**src/rtl/osr_pkg.sv**
```systemverilog
`default_nettype none
// ----------------------------------------------------------------------------
// osr_pkg
// Shared types and constants for the open-loop start-up ramp generator:
// payload structs, register indexes and the controller/datapath interface.
// ----------------------------------------------------------------------------
package osr_pkg;

  localparam int ANGLE_BITS  = 32;
  localparam int DIV_CNT_W   = $clog2(ANGLE_BITS);
  localparam int PP_W        = 7;
  localparam int CFG_IDX_W   = 3;
  localparam int CFG_DATA_W  = 32;

  localparam logic [CFG_IDX_W-1:0] REG_RAMP_STEP       = 3'd0;
  localparam logic [CFG_IDX_W-1:0] REG_TARGET_SPEED    = 3'd1;
  localparam logic [CFG_IDX_W-1:0] REG_POLE_PAIRS      = 3'd2;
  localparam logic [CFG_IDX_W-1:0] REG_CURRENT_REF     = 3'd3;
  localparam logic [CFG_IDX_W-1:0] REG_SPEED_THRESHOLD = 3'd4;

  typedef struct packed {
    logic               kind;
    logic [31:0]        start_angle;
    logic signed [31:0] obs_speed;
    logic               est_converging;
  } in_t;

  typedef struct packed {
    logic               running;
    logic               stepped;
    logic [31:0]        elec_angle;
    logic [31:0]        mech_angle;
    logic signed [15:0] iq_cmd;
    logic               converged;
  } out_t;

  // controller -> datapath
  typedef struct packed {
    logic load_in;
    logic exec;
    logic angle;
    logic conv;
    logic load_out;
  } cmd_t;

  // datapath -> controller
  typedef struct packed {
    logic is_start;
    logic step_ok;
    logic div_done;
  } sts_t;

endpackage
`default_nettype wire

```
**src/rtl/openloop_startup_ramp.sv**
```systemverilog
`default_nettype none
// ----------------------------------------------------------------------------
// openloop_startup_ramp
// Open-loop I/F start-up generator: ramps a virtual speed, advances the
// electrical angle and reports the mechanical angle until the estimator locks.
// ----------------------------------------------------------------------------
// One item is in work at a time. A start item, or a tick while idle or with
// zero pole pairs, runs the exec and finish steps only; a stepping tick adds
// the angle, convergence and divide steps. The mechanical angle comes from
// a restoring divider that yields one quotient bit per cycle. The result sits
// in an output register, so the next item is taken while it waits for the
// sink. Configuration writes land immediately and must be made while idle.
module openloop_startup_ramp (
  input  wire logic                           clk,
  input  wire logic                           rst_n,
  input  wire logic                           in_valid,
  output logic                                in_ready,
  input  wire osr_pkg::in_t                   in_data,
  output logic                                out_valid,
  input  wire logic                           out_ready,
  output osr_pkg::out_t                       out_data,
  input  wire logic                           cfg_we,
  input  wire logic [osr_pkg::CFG_IDX_W-1:0]  cfg_index,
  input  wire logic [osr_pkg::CFG_DATA_W-1:0] cfg_wdata
);

  osr_pkg::cmd_t cmd;
  osr_pkg::sts_t sts;

  osr_ctrl u_ctrl (
    .clk       (clk),
    .rst_n     (rst_n),
    .in_valid  (in_valid),
    .in_ready  (in_ready),
    .out_valid (out_valid),
    .out_ready (out_ready),
    .sts       (sts),
    .cmd       (cmd)
  );

  osr_dp u_dp (
    .clk       (clk),
    .rst_n     (rst_n),
    .cfg_we    (cfg_we),
    .cfg_index (cfg_index),
    .cfg_wdata (cfg_wdata),
    .in_data   (in_data),
    .cmd       (cmd),
    .sts       (sts),
    .out_data  (out_data)
  );

endmodule
`default_nettype wire

```
**src/rtl/osr_div.sv**
```systemverilog
`default_nettype none
// ----------------------------------------------------------------------------
// osr_div
// Restoring divider, one quotient bit per cycle: angle / pole pairs.
// ----------------------------------------------------------------------------
module osr_div (
  input  wire logic                           clk,
  input  wire logic                           rst_n,
  input  wire logic                           start,
  input  wire logic [osr_pkg::ANGLE_BITS-1:0] dividend,
  input  wire logic [osr_pkg::PP_W-1:0]       divisor,
  output logic                                done,
  output logic [osr_pkg::ANGLE_BITS-1:0]      quotient
);

  logic                           busy_r;
  logic                           done_r;
  logic [osr_pkg::DIV_CNT_W-1:0]  cnt_r;
  logic [osr_pkg::ANGLE_BITS-1:0] quo_r;
  logic [osr_pkg::PP_W-1:0]       rem_r;
  logic [osr_pkg::PP_W-1:0]       div_r;

  logic [osr_pkg::PP_W:0]         trial;
  logic                           ge;
  logic [osr_pkg::PP_W:0]         diff;

  always_comb begin
    trial = {rem_r, quo_r[osr_pkg::ANGLE_BITS-1]};
    ge    = trial >= {1'b0, div_r};
    diff  = trial - {1'b0, div_r};
  end

  always_ff @(posedge clk) begin
    if (!rst_n) begin
      busy_r <= 1'b0;
      done_r <= 1'b0;
    end else begin
      done_r <= 1'b0;
      if (start) begin
        busy_r <= 1'b1;
      end else if (busy_r && (cnt_r == '0)) begin
        busy_r <= 1'b0;
        done_r <= 1'b1;
      end
    end
  end

  always_ff @(posedge clk) begin
    if (start) begin
      cnt_r <= osr_pkg::DIV_CNT_W'(osr_pkg::ANGLE_BITS - 1);
      quo_r <= dividend;
      rem_r <= '0;
      div_r <= divisor;
    end else if (busy_r) begin
      cnt_r <= cnt_r - 1'b1;
      quo_r <= {quo_r[osr_pkg::ANGLE_BITS-2:0], ge};
      // remainder stays below the divisor, so it fits PP_W bits
      rem_r <= ge ? diff[osr_pkg::PP_W-1:0] : trial[osr_pkg::PP_W-1:0];
    end
  end

  assign done     = done_r;
  assign quotient = quo_r;

endmodule
`default_nettype wire

```
**src/rtl/osr_dp.sv**
```systemverilog
`default_nettype none
// ----------------------------------------------------------------------------
// osr_dp
// Datapath: configuration registers, speed/angle state, convergence check,
// mechanical angle divider and the result register.
// ----------------------------------------------------------------------------
module osr_dp (
  input  wire logic                             clk,
  input  wire logic                             rst_n,
  input  wire logic                             cfg_we,
  input  wire logic [osr_pkg::CFG_IDX_W-1:0]    cfg_index,
  input  wire logic [osr_pkg::CFG_DATA_W-1:0]   cfg_wdata,
  input  wire osr_pkg::in_t                     in_data,
  input  wire osr_pkg::cmd_t                    cmd,
  output osr_pkg::sts_t                         sts,
  output osr_pkg::out_t                         out_data
);

  // configuration
  logic [31:0]               ramp_r;
  logic [31:0]               target_r;
  logic [osr_pkg::PP_W-1:0]  pp_r;
  logic [15:0]               cur_ref_r;
  logic [31:0]               thr_r;

  // run state
  logic                           run_r;
  logic [31:0]                    speed_r;
  logic [osr_pkg::ANGLE_BITS-1:0] angle_r;

  // per-item working registers
  osr_pkg::in_t  in_r;
  logic [33:0]   diff_r;
  logic          stepped_r;
  logic          conv_r;
  osr_pkg::out_t out_r;

  logic [32:0]   sum;
  logic [31:0]   speed_nxt;
  logic [33:0]   err_mag;
  logic          err_lt;
  logic          step_ok;
  logic          div_done;
  logic [osr_pkg::ANGLE_BITS-1:0] quo;

  always_comb begin
    sum       = {1'b0, speed_r} + {1'b0, ramp_r};
    speed_nxt = (sum > {1'b0, target_r}) ? target_r : sum[31:0];
    err_mag   = diff_r[33] ? (34'd0 - diff_r) : diff_r;
    err_lt    = err_mag < {2'b00, thr_r};
    step_ok   = run_r && (pp_r != '0);
  end

  always_ff @(posedge clk) begin
    if (!rst_n) begin
      ramp_r    <= '0;
      target_r  <= '0;
      pp_r      <= osr_pkg::PP_W'(1);
      cur_ref_r <= '0;
      thr_r     <= '0;
    end else if (cfg_we) begin
      unique case (cfg_index)
        osr_pkg::REG_RAMP_STEP:       ramp_r    <= cfg_wdata;
        osr_pkg::REG_TARGET_SPEED:    target_r  <= cfg_wdata;
        osr_pkg::REG_POLE_PAIRS:      pp_r      <= cfg_wdata[osr_pkg::PP_W-1:0];
        osr_pkg::REG_CURRENT_REF:     cur_ref_r <= cfg_wdata[15:0];
        osr_pkg::REG_SPEED_THRESHOLD: thr_r     <= cfg_wdata;
        default: ;
      endcase
    end
  end

  always_ff @(posedge clk) begin
    if (!rst_n) begin
      run_r   <= 1'b0;
      speed_r <= '0;
      angle_r <= '0;
    end else begin
      if (cmd.exec) begin
        if (in_r.kind) begin
          run_r   <= 1'b1;
          speed_r <= '0;
          angle_r <= in_r.start_angle[osr_pkg::ANGLE_BITS-1:0];
        end else if (step_ok) begin
          speed_r <= speed_nxt;
        end
      end
      if (cmd.angle) begin
        angle_r <= angle_r + speed_r[osr_pkg::ANGLE_BITS-1:0];
      end
      if (cmd.conv && in_r.est_converging && err_lt) begin
        run_r <= 1'b0;
      end
    end
  end

  always_ff @(posedge clk) begin
    if (cmd.load_in) begin
      in_r <= in_data;
    end
    if (cmd.exec) begin
      stepped_r <= !in_r.kind && step_ok;
      conv_r    <= 1'b0;
    end
    if (cmd.angle) begin
      // exact signed error, two bits of headroom
      diff_r <= {{2{in_r.obs_speed[31]}}, in_r.obs_speed} - {2'b00, speed_r};
    end
    if (cmd.conv) begin
      conv_r <= in_r.est_converging && err_lt;
    end
    if (cmd.load_out) begin
      out_r.running    <= run_r;
      out_r.stepped    <= stepped_r;
      out_r.elec_angle <= stepped_r ? 32'(angle_r) : 32'd0;
      out_r.mech_angle <= stepped_r ? 32'(quo) : 32'd0;
      out_r.iq_cmd     <= stepped_r ? cur_ref_r : 16'sd0;
      out_r.converged  <= conv_r;
    end
  end

  osr_div u_div (
    .clk      (clk),
    .rst_n    (rst_n),
    .start    (cmd.conv),
    .dividend (angle_r),
    .divisor  (pp_r),
    .done     (div_done),
    .quotient (quo)
  );

  always_comb begin
    sts.is_start = in_r.kind;
    sts.step_ok  = step_ok;
    sts.div_done = div_done;
  end

  assign out_data = out_r;

endmodule
`default_nettype wire

```
**src/rtl/osr_ctrl.sv**
```systemverilog
`default_nettype none
// ----------------------------------------------------------------------------
// osr_ctrl
// Controller: sequences one item through exec, then angle, convergence and
// divide for a stepping tick only, then finish; owns input ready, output valid.
// ----------------------------------------------------------------------------
module osr_ctrl (
  input  wire logic          clk,
  input  wire logic          rst_n,
  input  wire logic          in_valid,
  output logic               in_ready,
  output logic               out_valid,
  input  wire logic          out_ready,
  input  wire osr_pkg::sts_t sts,
  output osr_pkg::cmd_t      cmd
);

  localparam logic [2:0] S_IDLE  = 3'd0;
  localparam logic [2:0] S_EXEC  = 3'd1;
  localparam logic [2:0] S_ANGLE = 3'd2;
  localparam logic [2:0] S_CONV  = 3'd3;
  localparam logic [2:0] S_DIV   = 3'd4;
  localparam logic [2:0] S_FIN   = 3'd5;

  logic [2:0] state_r;
  logic [2:0] state_nxt;
  logic       out_valid_r;
  logic       out_valid_nxt;

  always_comb begin
    state_nxt     = state_r;
    out_valid_nxt = out_valid_r && !out_ready;
    cmd           = '0;
    unique case (state_r)
      S_IDLE: begin
        if (in_valid) begin
          cmd.load_in = 1'b1;
          state_nxt   = S_EXEC;
        end
      end
      S_EXEC: begin
        cmd.exec  = 1'b1;
        state_nxt = (sts.is_start || !sts.step_ok) ? S_FIN : S_ANGLE;
      end
      S_ANGLE: begin
        cmd.angle = 1'b1;
        state_nxt = S_CONV;
      end
      S_CONV: begin
        cmd.conv  = 1'b1;
        state_nxt = S_DIV;
      end
      S_DIV: begin
        if (sts.div_done) begin
          state_nxt = S_FIN;
        end
      end
      S_FIN: begin
        // hold until the result register is free
        if (!out_valid_r || out_ready) begin
          cmd.load_out  = 1'b1;
          out_valid_nxt = 1'b1;
          state_nxt     = S_IDLE;
        end
      end
      default: state_nxt = S_IDLE;
    endcase
  end

  always_ff @(posedge clk) begin
    if (!rst_n) begin
      state_r     <= S_IDLE;
      out_valid_r <= 1'b0;
    end else begin
      state_r     <= state_nxt;
      out_valid_r <= out_valid_nxt;
    end
  end

  assign in_ready  = (state_r == S_IDLE);
  assign out_valid = out_valid_r;

endmodule
`default_nettype wire

```
**config.mk**
```make
export PLATFORM = sky130hd
export DESIGN_NAME = openloop_startup_ramp
export DESIGN_NICKNAME = d
export VERILOG_FILES = /design/src/rtl/osr_pkg.sv /design/src/rtl/openloop_startup_ramp.sv /design/src/rtl/osr_div.sv /design/src/rtl/osr_dp.sv /design/src/rtl/osr_ctrl.sv
export SDC_FILE = /design/constraint.sdc
export NUM_CORES = 1
export LEC_CHECK = 0
export BUFFER_PORTS_ARGS = -buffer_cell sky130_fd_sc_hd__buf_2
export CAP_MARGIN = 10
export CORE_MARGIN = 5
export CORE_UTILIZATION = 45
export CTS_CLUSTER_DIAMETER = 50
export CTS_CLUSTER_SIZE = 25
export DETAILED_ROUTE_END_ITERATION = 16
export SYNTH_ARGS = -nofsm -noshare
export SYNTH_HDL_FRONTEND = slang
export SYNTH_SLANG_ARGS = --single-unit
```
**constraint.sdc**
```tcl
create_clock -name clk -period 6.8 [get_ports clk]
set_input_delay 0 -clock clk [delete_from_list [all_inputs] [get_ports clk]]
set_output_delay 0 -clock clk [all_outputs]
set_load 0.01 [all_outputs]
```
# Word level (Yosys, flattened, before mapping)
# Index checks and enable logic that the tools add are counted.
# word_totals
regBits	426
latchBits	0
ram_bits	0
rom_bits	0
input_bits	106
mem_count	0
# op_classes
add_sub_neg	6
mul	0
div_mod_pow	0
n_lt_le_gt_ge	3
n_eq_ne	12
n_shift	0
mux	29
bitwise	1
n_reduce_logical	34
# op_table
cell	count
32-bit two-way mux	8
34-bit by 32-bit < comparator with 1-bit output	1
34-bit two-way mux	1
1-bit by 34-bit subtractor with 34-bit output (first input constant)	1
32-bit by 33-bit subtractor with 34-bit output	1
32-bit by 32-bit adder with 33-bit output	1
33-bit by 32-bit > comparator with 1-bit output	1
32-bit adder	1
3-bit case mux with 6 select lines	1
2-bit AND reduction	8
1-bit two-way mux	14
3-bit by 2-bit equality test with 1-bit output (second input constant)	4
3-bit two-way mux	4
2-bit nonzero test	6
3-bit equality test (second input constant)	3
8-bit by 7-bit >= comparator with 1-bit output	1
1-bit logical AND	7
7-bit two-way mux	1
7-bit nonzero test	1
7-bit subtractor	1
3-bit by 1-bit equality test with 1-bit output (second input constant)	2
3-bit logical NOT	2
5-bit logical NOT	1
5-bit by 1-bit subtractor with 5-bit output (second input constant)	1
other kinds (7)	13

# Longest topological paths before layout
# depth
depth_word	6
depth_mapped	20
mapped_depth_nobuf	19

# Hierarchy
# Synthesis repeated with hierarchy kept, for this count alone.
# hier_totals
cells_unflattened	2389
hier_area_um2	22944.5
# by_module_without_submodules
mod	instances	cells_per_inst	area_per_inst_um2
osr_dp	1	2148	19984.2
osr_div	1	212	2687.6
osr_ctrl	1	29	272.8

# Worst setup path after synthesis
# No wires, ideal clock.
# synth_path
kind	register -> register
from	register u_ctrl.state_r[2]
to	register u_dp.out_r (netlist bit u_dp.out_data[0]), enable pin
setup_ns	0.525
arrival_ns	4.115
required_ns	6.275
slack_ns	2.160
stages_incl_launch_ff	4
synth_period_minus_slack_ns	4.640
cell_sequence	dfxtp_1 clkbuf_1 nand3b_1 nor2_1
# synth_lines
item	line_no	rtl
start: declaration	osr_ctrl.sv:25	logic [2:0] state_r;
start signal: assignment	osr_ctrl.sv:75	state_r <= state_nxt;
end: declaration	osr_dp.sv:36	osr_pkg::out_t out_r;

# Final worst setup path
# layout_path
from	register u_dp.speed_r[0]
to	register u_dp.speed_r[28]
# layout_between
elab_chain_cells	5
# layout_lines
item	line_no	rtl
start: declaration	osr_dp.sv:28	logic [31:0] speed_r;
start signal: assignment	osr_dp.sv:85	speed_r <= speed_nxt;
32-bit by 32-bit adder with 33-bit output (*)	osr_dp.sv:47	sum = {1'b0, speed_r} + {1'b0, ramp_r};
33-bit by 32-bit > comparator with 1-bit output	osr_dp.sv:48	speed_nxt = (sum > {1'b0, target_r}) ? target_r : sum[31:0];
32-bit two-way mux (*)	osr_dp.sv:48	
32-bit two-way mux (*)	osr_dp.sv:84	end else if (step_ok) begin
32-bit two-way mux (*)	osr_dp.sv:80	if (in_r.kind) begin
# Every way passes the cells marked *; elsewhere a longest branch is shown, timed or not. The select of a mux whose other input is x is not followed.
# A chain may end at the register's enable or synchronous reset.

==> reports/results.md <==
| Stage | Metric | Reported |
|---|---|---|
| worst hold path | Path class of the lowest-slack min-delay path | primary input to register |
| critical path | Worst path arrival time | 5.90 ns |
| synthesis | Area of the mapped netlist | 23500 um2 |
| synthesis | Synth Area per Inst | 9.35 um2 |
| sta | Max Slew Vio Count | 0 |
| route | Routed vias/inst | 5.57 |
| route | Drt first pass iters | 5 |
| pwr | Maximum vdd drop | 187 uV |
| clock network | CTS tree | done |
| placement | Weighted congestion at the end of routability-driven global placement | 0.933 |
| synthesis | Post-synth EDFFs | 224 |
| synthesis | Instance count of the mapped netlist | 2514 |
| placement | Number of placed instances with taps included | 3297 |
| critical path | Critical-path maximum fanout | 22 |
| route | Drt wl/cell | 19.3 um |
| critical path | Critical path capture point type | register |
| grt | Global route overflow | 0 |
| route | Met2 routed wirelength | 32.5 mm |
| sta | Setup repair after global routing missed its margin | false |
| synthesis | Main flop type after synthesis | edfxtp_1 |
| route | Number of violations reported at the end of detailed-routing iteration 0 | 1484 |
| status | Status | complete, no violations |
| synthesis | Synthesized flop and latch total | 426 |
| pwr | Power density relative to cell area | 234 nW/um2 |
| critical path | Required @ worst endpoint | 7.21 ns |
| synthesis | Number of warnings reported in the yosys synthesis log | 0 |
| job | Max-cap violations | 0 |
| placement | Number of input and output port buffers inserted | 190 |
| grt | Number of antenna violations at the first check in global routing | 1 |
| sta | Worst Max-Slew Pin Slew | 1.15 ns |
| critical path | Type of origin of the critical path | register |
| sta | Highest clock rate | 182 MHz |
| clock network | Number of H-tree levels | 2 |
| layout | Layout area overhead | 18.9% |
| route | Routed met3 length | 3.34 mm |
| critical path | Type of the worst setup path | register to register |
| pwr | Leakage power | 0.0108 uW |
| clock network | Clk root buf | clkbuf_16 |
| route | Total Routed Length | 67.5 mm |
| route | Total via count in the routed design | 19500 |
| route | Highest routed layer | met5 |
| clock network | Clock tree buffer depth | 3 |
| layout | Fraction of layout cells with a size suffix above 1 | 12.1% |
| synthesis | Number of nets produced by synthesis | 2793 |
| placement | Final HPWL from detailed placement | 50.3 mm |
| sta | Shortest period the worst path allows | 5.48 ns |
| die | Die Height | 239 um |
| grt | First-pass GRT wire length | 105 mm |
| sta | Final clock period utilization by the worst path | 80.6% |
| synthesis | Distinct cell type count of the synthesized netlist | 81 |
| sta | Skew final | 0.0341 ns |
| die | Die ar. | 56900 um2 |
| route | Residual DRC count | 0 |
| grt | Overall track demand over capacity in global routing | 23.1% |
| layout | Fill cell instance count of the final layout | 4701 |
| synthesis | Asr flop ratio synth | 0% |
| die | I/O pins | 191 |
| sta | Number of hold violations in the final report | 0 |
| die | Chip Width | 239 um |
| synthesis | Proportion of netlist area held by the largest area contributor | 28.6% |
| die | Initial cell density of the core | 45.6% |
| clock network | Num CTS Buffers | 51 |
| grt | Vias in the first global route | 19000 |
| clock network | Clock latency on the worst-skew pair | 0.61 ns |
| route | Routed met1 length | 29.2 mm |
| layout | Count of antenna diodes in the layout | 0 |
| die | Core area | 51500 um2 |
| grt | Pin count of the biggest net entering global routing | 84 |
| clock network | Sink count of the clock tree | 426 |
| layout | NumNets Final | 3055 |
| clock network | Clock input transition at the sequential cells of the worst setup and hold paths | 0.07 ns |
| sta | # setup viols final | 0 |
| sta | Total negative slack | 0 ns |
| synthesis | Cell accounting for the most synthesized area | edfxtp_1 |
| layout | Filler-free cell count of the finished design | 3499 |
| synthesis | Synth area leaders | edfxtp_1 (29%), dfxtp_1 (17%), ha_1 (9.0%) |
| synthesis | Share of the yosys chip area belonging to registers | 45.8% |
| route | Antenna violation net count after detailed routing | 0 |
| critical path | Setup slack of the most critical reg-to-reg path | 1.32 ns |
| die | Number of rows in the core area | 83 |
| sta | Worst-case headroom to the max-slew limit | 22.5% |
==> synthesized netlist by cell type, drive strengths merged, types with 6 or more instances <==
cell type,count
o41ai,9
a21o,64
mux2,7
o31ai,16
a2111oi,7
o311ai,26
o21ai,88
o21a,10
dfxtp,202
xor2,27
ha,169
nor2b,18
o21bai,10
xnor2,75
a211o,6
and3,23
o211a,6
a211oi,28
nand2b,25
buf,9
a31oi,12
a21oi,217
nand2,468
mux2i,41
o2111ai,9
or3,8
a221oi,8
clkbuf,102
or2,6
nor4,9
edfxtp,224
a21boi,13
o211ai,28
or4,10
nand3,35
nor2,102
nand4,39
o22ai,6
and2,97
inv,148
nor3,37
==> cell families (layout without fill, tap and decap cells) <==
family	after synthesis	after routing	share of synthesized area, %
and+or+nand+nor	900	900	18.0
AOI/OAI and AO/OA	604	604	16.8
DFF	426	426	45.8
buffers and inverters	261	566	4.23
adders and majority gates	173	173	9.34
xor gates and xnor gates	102	102	3.80
muxes	48	48	2.08
==> state kept, by name, summed over array words and instances, names as in the netlist <==
name and cells:
u_dp.diff_r 34, u_dp.stepped_r 1, u_dp.u_div.cnt_r 5, u_dp.sts 1
u_dp.out_data 83, u_dp.run_r 1, u_dp.u_div.quotient 32, u_dp.in_r 65
u_dp.speed_r 32, u_dp.target_r 32, u_dp.pp_r 7, u_ctrl.out_valid 1
u_dp.conv_r 1, u_dp.angle_r 32, u_dp.u_div.busy_r 1, u_dp.thr_r 32
u_dp.u_div.div_r 7, u_dp.u_div.rem_r 7, u_dp.u_div.done 1, u_dp.ramp_r 32
u_dp.cur_ref_r 16, u_ctrl.state_r 3
==> worst max-delay path: stages (launching register included) <==
cell	delay (ns)
dfxtp_1	0.39
ha_1	0.22
inv_1	0.06
fa_1	0.40
nand2b_1	0.18
a21o_1	0.18
a21oi_1	0.32
o21ai_1	0.34
a21o_1	0.28
a211oi_1	0.33
ha_1	0.32
a21o_1	0.18
a21o_1	0.17
a21oi_1	0.12
o21ai_0	0.16
o31ai_1	0.31
o21ai_1	0.09
buf_4	0.19
nor2_2	0.80
o311ai_0	0.23
==> routing by layer <==
layer / vias to the layer above / global-route usage, %
met5: - / 0
met2: 516 / 39.1
met1: 9290 / 30.4
met4: 2 / 8.47
li1: 9549 / -
met3: 122 / 3.09
==> cell type report <==
cell class	count	area [um2]	share of cell area, %
Tap cell	680	851	3.04
Timing Repair Buffer	320	2210	7.91
Multi-Input combinational cell	1827	11800	42.1
Inverter	150	564	2.02
Clock buffer	60	1350	4.84
Sequential cell	426	10800	38.5
Clock inverter	36	433	1.55
==> metrics by stage <==
step           power (uW)  worst slack (ns)  util (%)  area, um2  hold WS (ns)
3_5_place_dp         3680              1.44      48.7      25100         0.178
6_report             6530              1.32      54.2      27900         0.113
4_1_cts              6610              1.41      54.2      27900        0.0705
3_3_place_gp         3660              1.62      48.7      25100         0.176
5_1_grt              6790             0.956      54.2      27900         0.103
2_1_floorplan        3430              2.16         -      23500        0.0989
==> report_power, final <==
group / switching (uW) / internal [uW]
clock network: 1250 / 1610
registers: 70.7 / 2830
logic: 464 / 309
==> worst paths after layout <==
check | start | end | cells past startpoint
setup / recovery | u_dp.speed_r[0] | u_dp.speed_r[28] | 19
hold / removal | in_data[26] | u_dp.in_r[26] | 2
hold reg to reg | u_dp.conv_r | u_dp.out_data[0] | 0
setup reg to reg | u_dp.speed_r[0] | u_dp.speed_r[28] | 19
==> repair_timing <==
action / in CTS / in global routing
buffers inserted: 0 / 0
hold endpoints to repair: 216 / 0
resized for setup: 0 / 0
hold buffers: 105 / 0
==> cell usage in the layout, fill, tap and decap left out, types with 95 or more instances in the layout <==
| master | n |
|---|---|
| and2_1 | 95 |
| buf_2 | 190 |
| dlygate4sd3_1 | 105 |
| nand2_1 | 468 |
| edfxtp_1 | 224 |
| dfxtp_1 | 202 |
| a21oi_1 | 215 |
| inv_1 | 147 |
| ha_1 | 169 |
| nor2_1 | 100 |
No activity file was read; power rests on OpenSTA's default activity.
